File: config.mk
export PLATFORM = sky130hd
export DESIGN_NAME = plq_seq
export DESIGN_NICKNAME = d
export VERILOG_FILES = /design/src/rtl/plq_pkg.sv /design/src/rtl/plq_seq.sv
export SDC_FILE = /design/constraint.sdc
export NUM_CORES = 1
export LEC_CHECK = 0
export ABC_CLOCK_PERIOD_IN_PS = 3100
export CORE_ASPECT_RATIO = 1.25
export CORE_UTILIZATION = 55
export CTS_CLUSTER_DIAMETER = 120
export DETAILED_ROUTE_END_ITERATION = 12
export DONT_BUFFER_PORTS = 1
export PLACE_DENSITY = 0.79
export SLEW_MARGIN = 0
export SYNTH_ARGS = -nofsm -noshare
export SYNTH_HDL_FRONTEND = slang
export SYNTH_SLANG_ARGS = --single-unit
File: constraint.sdc
create_clock -name clk -period 3.1 [get_ports clk]
set_input_delay 0.62 -clock clk [delete_from_list [all_inputs] [get_ports clk]]
set_output_delay 0.62 -clock clk [all_outputs]
set_load 0.01 [all_outputs]
File: src/rtl/plq_pkg.sv
// shared types and codes for the pooled linked queues block
package plq_pkg;

  localparam int ID_W     = 16;
  localparam int KIND_W   = 2;
  localparam int QSEL_W   = 2;
  localparam int STATUS_W = 2;

  // request kinds
  localparam logic [KIND_W-1:0] REQ_ENQ = 2'd0;
  localparam logic [KIND_W-1:0] REQ_DEQ = 2'd1;
  localparam logic [KIND_W-1:0] REQ_REM = 2'd2;
  localparam logic [KIND_W-1:0] REQ_BAD = 2'd3;

  // result status codes
  localparam logic [STATUS_W-1:0] ST_OK   = 2'd0;
  localparam logic [STATUS_W-1:0] ST_MISS = 2'd1;
  localparam logic [STATUS_W-1:0] ST_FULL = 2'd2;

  // pool memory port controls
  typedef struct packed {
    logic rd;
    logic link_we;
    logic id_we;
  } mem_ctl_t;

endpackage

File: src/rtl/plq_seq.sv
// request sequencer: queue head and tail tables, free list top, list walk
module plq_seq import plq_pkg::*; #(
  parameter int POOL_ENTRIES = 1024,
  parameter int NUM_QUEUES = 4,
  parameter int IW = $clog2(POOL_ENTRIES),
  parameter int LW = $clog2(POOL_ENTRIES + 1)
) (
  input  logic                clk,
  input  logic                rst,
  input  logic                start,
  input  logic [KIND_W-1:0]   kind_in,
  input  logic [QSEL_W-1:0]   qsel_in,
  input  logic [ID_W-1:0]     pid_in,
  input  logic                res_free,
  output logic                ready,
  output logic                done,
  output logic [STATUS_W-1:0] res_status,
  output logic [ID_W-1:0]     res_id,
  output mem_ctl_t            ctl,
  output logic [IW-1:0]       rd_addr,
  output logic [IW-1:0]       link_wa,
  output logic [LW-1:0]       link_wd,
  output logic [IW-1:0]       id_wa,
  output logic [ID_W-1:0]     id_wd,
  input  logic [LW-1:0]       link_rd,
  input  logic [ID_W-1:0]     id_rd
);

  localparam int QW = (NUM_QUEUES > 1) ? $clog2(NUM_QUEUES) : 1;
  localparam logic [LW-1:0] NULL_LINK = LW'(POOL_ENTRIES);

  localparam logic [2:0] S_IDLE     = 3'd0;
  localparam logic [2:0] S_DISP     = 3'd1;
  localparam logic [2:0] S_ENQ_WR   = 3'd2;
  localparam logic [2:0] S_ENQ_LINK = 3'd3;
  localparam logic [2:0] S_HEAD     = 3'd4;
  localparam logic [2:0] S_WALK     = 3'd5;
  localparam logic [2:0] S_REL      = 3'd6;
  localparam logic [2:0] S_DONE     = 3'd7;

  logic [2:0]          state, state_next;
  logic [KIND_W-1:0]   kind;
  logic [QSEL_W-1:0]   qsel;
  logic [ID_W-1:0]     pid;
  logic [LW-1:0]       free_top, free_top_next;
  logic [LW-1:0]       alloc, alloc_next;
  logic [LW-1:0]       prev, prev_next;
  logic [LW-1:0]       cur, cur_next;
  logic [STATUS_W-1:0] res_status_next;
  logic [ID_W-1:0]     res_id_next;
  logic [LW-1:0]       head_tab [NUM_QUEUES];
  logic [LW-1:0]       tail_tab [NUM_QUEUES];

  logic                head_we, tail_we;
  logic [LW-1:0]       head_wd, tail_wd;
  logic [QW-1:0]       q_idx;
  logic                q_bad;
  logic [LW-1:0]       hq, tq;
  logic                id_hit;

  assign q_idx  = QW'(qsel);
  assign q_bad  = (32'(qsel) >= NUM_QUEUES);
  assign hq     = head_tab[q_idx];
  assign tq     = tail_tab[q_idx];
  // the shared compare unit
  assign id_hit = (id_rd == pid);

  assign ready = (state == S_IDLE) || ((state == S_DONE) && res_free);
  assign done  = (state == S_DONE) && res_free;

  always_comb begin
    state_next      = state;
    free_top_next   = free_top;
    alloc_next      = alloc;
    prev_next       = prev;
    cur_next        = cur;
    res_status_next = res_status;
    res_id_next     = res_id;
    head_we         = 1'b0;
    head_wd         = NULL_LINK;
    tail_we         = 1'b0;
    tail_wd         = NULL_LINK;
    ctl             = '0;
    rd_addr         = '0;
    link_wa         = '0;
    link_wd         = NULL_LINK;
    id_wa           = '0;
    id_wd           = pid;
    unique case (state)
      S_IDLE: begin
        if (start) begin
          state_next = S_DISP;
        end
      end
      S_DISP: begin
        if (q_bad || (kind == REQ_BAD)) begin
          res_status_next = ST_MISS;
          res_id_next     = '0;
          state_next      = S_DONE;
        end else if (kind == REQ_ENQ) begin
          if (free_top >= NULL_LINK) begin
            res_status_next = ST_FULL;
            res_id_next     = '0;
            state_next      = S_DONE;
          end else begin
            ctl.rd     = 1'b1;
            rd_addr    = IW'(free_top);
            alloc_next = free_top;
            prev_next  = tq;
            state_next = S_ENQ_WR;
          end
        end else if (hq >= NULL_LINK) begin
          res_status_next = ST_MISS;
          res_id_next     = '0;
          state_next      = S_DONE;
        end else begin
          ctl.rd     = 1'b1;
          rd_addr    = IW'(hq);
          prev_next  = hq;
          state_next = S_HEAD;
        end
      end
      S_ENQ_WR: begin
        free_top_next   = link_rd;
        ctl.link_we     = 1'b1;
        link_wa         = IW'(alloc);
        link_wd         = NULL_LINK;
        ctl.id_we       = 1'b1;
        id_wa           = IW'(alloc);
        id_wd           = pid;
        tail_we         = 1'b1;
        tail_wd         = alloc;
        res_status_next = ST_OK;
        res_id_next     = pid;
        if ((hq >= NULL_LINK) || (tq >= NULL_LINK)) begin
          head_we    = 1'b1;
          head_wd    = alloc;
          state_next = S_DONE;
        end else begin
          state_next = S_ENQ_LINK;
        end
      end
      S_ENQ_LINK: begin
        // old tail now points at the new entry
        ctl.link_we = 1'b1;
        link_wa     = IW'(prev);
        link_wd     = alloc;
        state_next  = S_DONE;
      end
      S_HEAD: begin
        if ((kind == REQ_DEQ) || id_hit) begin
          head_we = 1'b1;
          head_wd = link_rd;
          if (link_rd >= NULL_LINK) begin
            tail_we = 1'b1;
            tail_wd = NULL_LINK;
          end
          ctl.link_we     = 1'b1;
          link_wa         = IW'(prev);
          link_wd         = free_top;
          free_top_next   = prev;
          res_status_next = ST_OK;
          res_id_next     = id_rd;
          state_next      = S_DONE;
        end else if (link_rd >= NULL_LINK) begin
          res_status_next = ST_MISS;
          res_id_next     = '0;
          state_next      = S_DONE;
        end else begin
          ctl.rd     = 1'b1;
          rd_addr    = IW'(link_rd);
          cur_next   = link_rd;
          state_next = S_WALK;
        end
      end
      S_WALK: begin
        if (id_hit) begin
          // splice cur out, predecessor takes its link
          ctl.link_we = 1'b1;
          link_wa     = IW'(prev);
          link_wd     = link_rd;
          if (tq == cur) begin
            tail_we = 1'b1;
            tail_wd = prev;
          end
          res_status_next = ST_OK;
          res_id_next     = pid;
          state_next      = S_REL;
        end else if (link_rd >= NULL_LINK) begin
          res_status_next = ST_MISS;
          res_id_next     = '0;
          state_next      = S_DONE;
        end else begin
          ctl.rd    = 1'b1;
          rd_addr   = IW'(link_rd);
          prev_next = cur;
          cur_next  = link_rd;
        end
      end
      S_REL: begin
        ctl.link_we   = 1'b1;
        link_wa       = IW'(cur);
        link_wd       = free_top;
        free_top_next = cur;
        state_next    = S_DONE;
      end
      S_DONE: begin
        if (res_free) begin
          state_next = start ? S_DISP : S_IDLE;
        end
      end
      default: begin
        state_next = S_IDLE;
      end
    endcase
  end

  always_ff @(posedge clk) begin
    if (rst) begin
      state    <= S_IDLE;
      free_top <= LW'(POOL_ENTRIES - 1);
      for (int i = 0; i < NUM_QUEUES; i++) begin
        head_tab[i] <= NULL_LINK;
        tail_tab[i] <= NULL_LINK;
      end
    end else begin
      state    <= state_next;
      free_top <= free_top_next;
      if (head_we) begin
        head_tab[q_idx] <= head_wd;
      end
      if (tail_we) begin
        tail_tab[q_idx] <= tail_wd;
      end
    end
  end

  always_ff @(posedge clk) begin
    if (start) begin
      kind <= kind_in;
      qsel <= qsel_in;
      pid  <= pid_in;
    end
    alloc      <= alloc_next;
    prev       <= prev_next;
    cur        <= cur_next;
    res_status <= res_status_next;
    res_id     <= res_id_next;
  end

endmodule

==> results.sh <==
export IMPL_max_stage_delay_ps=630
export IMPL_n_antenna_cell=0
export IMPL_r2r_slack_ps=160
export IMPL_drv_cap=0
export IMPL_ys_seq_area_share_pct=59.8
export IMPL_clock_root_buffer="clkbuf_16"
export IMPL_hold_viol_final=0
export IMPL_p_seq_share_pct=46.8
export IMPL_cp_arrival_ps=2620
export IMPL_wl_per_cell_um=23.7
export IMPL_worst_setup_path_end_kind="output port"
export IMPL_dp_final_hpwl_um=15500
export IMPL_setup_viol=25
export IMPL_critPathRequiredTime_ps=2480
export IMPL_setup_slack_ps=-139
export IMPL_fin_crit_ps=3240
export IMPL_syn_num_nets=770
export IMPL_nets=791
export IMPL_antenna_found_initial=0
export IMPL_cpMaxStageDelayCell="or4_4"
export IMPL_row_count=50
export IMPL_ir_worst_vdd_v=0.000461
export IMPL_drc=0
export IMPL_cts_tree="done"
export IMPL_combPwrFrac_pct=19.5
export IMPL_power_density_nw_per_um2=680
export IMPL_fin_util_pct=65.6
export IMPL_multi_input_area_um2=3360
export IMPL_path_delay_family="simple AND/OR/NAND/NOR gates"
export IMPL_grt_pass1_vias=5998
export IMPL_fmax_ghz=0.309
export IMPL_cts_max_path_buffers=2
export IMPL_min_from="rst"
export IMPL_drive_gt1_share_pct=19.0
export IMPL_syn_to_final_growth_pct=16.1
export IMPL_fin_skew_ps=14.3
export IMPL_grt_max_degree=43
export IMPL_total_power_uw=6730
export IMPL_coreArea_um2=15100
export IMPL_yosysUniqueCellTypes=49
export IMPL_vias=6302
export IMPL_cts_num_sinks=175
export IMPL_place_area_um2=8930
export IMPL_drt_iter0_drc=876
export IMPL_gr_max_usage_layer="met2"
export IMPL_gp_congestion=0.984
export IMPL_yosys_area_top_type="edfxtp_1"
export IMPL_min_path_type="input pin to flop"
export IMPL_power_frac_clock_pct=33.7
export IMPL_syn_cell_area_um2=8520
export IMPL_outcome="complete, but fails checks"
export IMPL_dr_pass1_iters=6
export IMPL_place_inst=914
export IMPL_finalSetupTns_ps=-2110
export IMPL_use_met3_pct=6.84
export IMPL_stdcell_count=957
export IMPL_clkLatencyLatePin_ps=440
export IMPL_grt_ovfl_total=0
export IMPL_grt_pass1_wl_um=34300
export IMPL_viasPerCell=6.59
export IMPL_async_reset_ff_share_pct=0
export IMPL_start_util_pct=56.5
export IMPL_port_buffers=0
export IMPL_leakage_uw=0.00356
export IMPL_die_y_um=141
export IMPL_antenna_left=0
export IMPL_synthFlopType="edfxtp_1"
export IMPL_crit_type="flop to output port"
export IMPL_path_cells="xnor2_1 -> nand4_1 -> or4_4 -> o21ai_2 -> a31o_2 -> buf_12 -> a221o_1"
export IMPL_cts_buffers=17
export IMPL_wl_um=22700
export IMPL_p_sw_share_pct=30.1
export IMPL_max_slew_margin_rel_pct=32.9
export IMPL_met2_usage_pct=48.0
export IMPL_ioPinCount=131
export IMPL_maxSlewViolCount=0
export IMPL_die_w_um=113
export IMPL_worstPathMaxFanout=10
export IMPL_worst_pin_slew_ps=1000
export IMPL_ys_ff_latch=175
export IMPL_clkSlewWorstSetupHoldPaths_ps=70
export IMPL_syn_inst=715
export IMPL_synth_area_leaders="edfxtp_1 (56%), nor2_1 (6.0%), mux4_2 (5.6%)"
export IMPL_critPathBufInv=1
export IMPL_n_fill_cell=1073
export IMPL_p_switching_uw=2030
export IMPL_r2r_start="id_wd[15]$_DFFE_PP_"
export IMPL_yosys_warnings=0
export IMPL_failed_checks="setup timing"
export IMPL_worstSetupStartpoint="id_wd[15]$_DFFE_PP_"
export IMPL_regArea_um2=5100
export IMPL_rsz0062_at_grt="true"
export IMPL_met1_usage_pct=36.2
export IMPL_synth_edf_count=159
export IMPL_postLayoutCellArea_um2=9890
export IMPL_period_share_pct=104
export IMPL_grt_usage_pct=29.0
export IMPL_internal_power_uw=4700
export IMPL_yosys_cell_count_top_type="edfxtp_1"
export IMPL_dieArea_um2=16000
export IMPL_crit_path_start_kind="flop"
export IMPL_netlist_top_cells_count="edfxtp_1 (159), nor2_1 (137), nand2_1 (63), a22oi_1 (37), clkbuf_1 (32)"
export IMPL_synth_top_area_share_pct=56.0
export IMPL_avgSynthCellArea_um2=11.9
export IMPL_htree_levels=4
-- stage by stage --
stage               setup slack [ps]  hold slack, ps
floorplan                        164             455
detailed placement              54.0             485
finish                          -139             263
global route                    -224             247
global placement                 114             485
CTS                             -110             235
-- state kept, by name, summed over array words and instances, names as in the netlist, 3 cells and up, named ones only --
name,flops
alloc,11
state,3
cur,11
free_top,11
prev,11
id_wd,16
head_tab,44
res_id,16
tail_tab,44
-- cells by family after synthesis --
| kind of cell | Yosys count | share of synthesized area, % |
|---|---|---|
| simple gates | 259 | 13.1 |
| mux | 46 | 8.71 |
| flops | 175 | 59.8 |
| fa+ha+maj | 4 | 0.587 |
| xor+xnor | 27 | 2.78 |
| compound gates | 139 | 11.9 |
| buf+inv | 65 | 3.16 |
-- cell usage in the layout (no fill, tap or decap), types with 4 or more instances in the layout --
cell type and instances:
and3_1 10, a31oi_1 14, nand2b_1 24, nand3_1 4
a22oi_1 37, dfxtp_1 14, a222oi_1 10, xnor2_1 27
buf_12 4, nand4_1 6, edfxtp_1 159, a221o_1 11
nand2_1 42, a211o_1 12, ha_1 4, mux2i_1 22
a21oi_1 28, nor2_1 136, mux4_2 21, nand2_4 18
clkbuf_16 18, inv_1 17, buf_4 40, buf_6 4
o21ai_0 7, nor3_1 4
-- layer usage --
metal / share of wire (%) / vias up
met5: 0 / -
met3: 9.0 / 75
li1: - / 2722
met4: 3.8 / 0
met1: 37 / 3098
met2: 50 / 407
-- layout make-up --
type | instances | area share (%)
flip-flops and latches | 175 | 51.5
inverters | 17 | 0.645
well taps | 208 | 2.63
repair buffers | 50 | 4.88
clock inverters | 15 | 2.02
clock buffers | 17 | 4.30
multi-input cells | 475 | 34.0
-- power groups by stage --
| stage | clock [uW] | combinational [uW] | sequential (uW) |
|---|---|---|---|
| 2_1_floorplan | 0 | 867 | 3120 |
| 3_3_place_gp | 0 | 1160 | 3190 |
| 3_5_place_dp | 0 | 1180 | 3200 |
| 4_1_cts | 2280 | 1230 | 3150 |
| 5_1_grt | 2360 | 1410 | 3180 |
| 6_report | 2270 | 1310 | 3150 |
-- what timing repair did --
item	CTS	global route
setup buffers	4	5
hold buffers	0	0
endpoints found under the setup margin	32	33
pin swaps	5	19
gates cloned	1	2
resized for setup	14	48
-- path summary, 6_finish.rpt --
path | endpoint | cells after the start
worst max-delay path | link_wa[9] | 7
worst min-delay path | state[2]$_SDFFE_PP0P_ | 1
worst max register to register | head_tab[3][5]$_DFFE_PP_ | 9
worst min register to register | alloc[2]$_DFFE_PP_ | 0
Note: power is estimated with default switching activity, not from simulation.
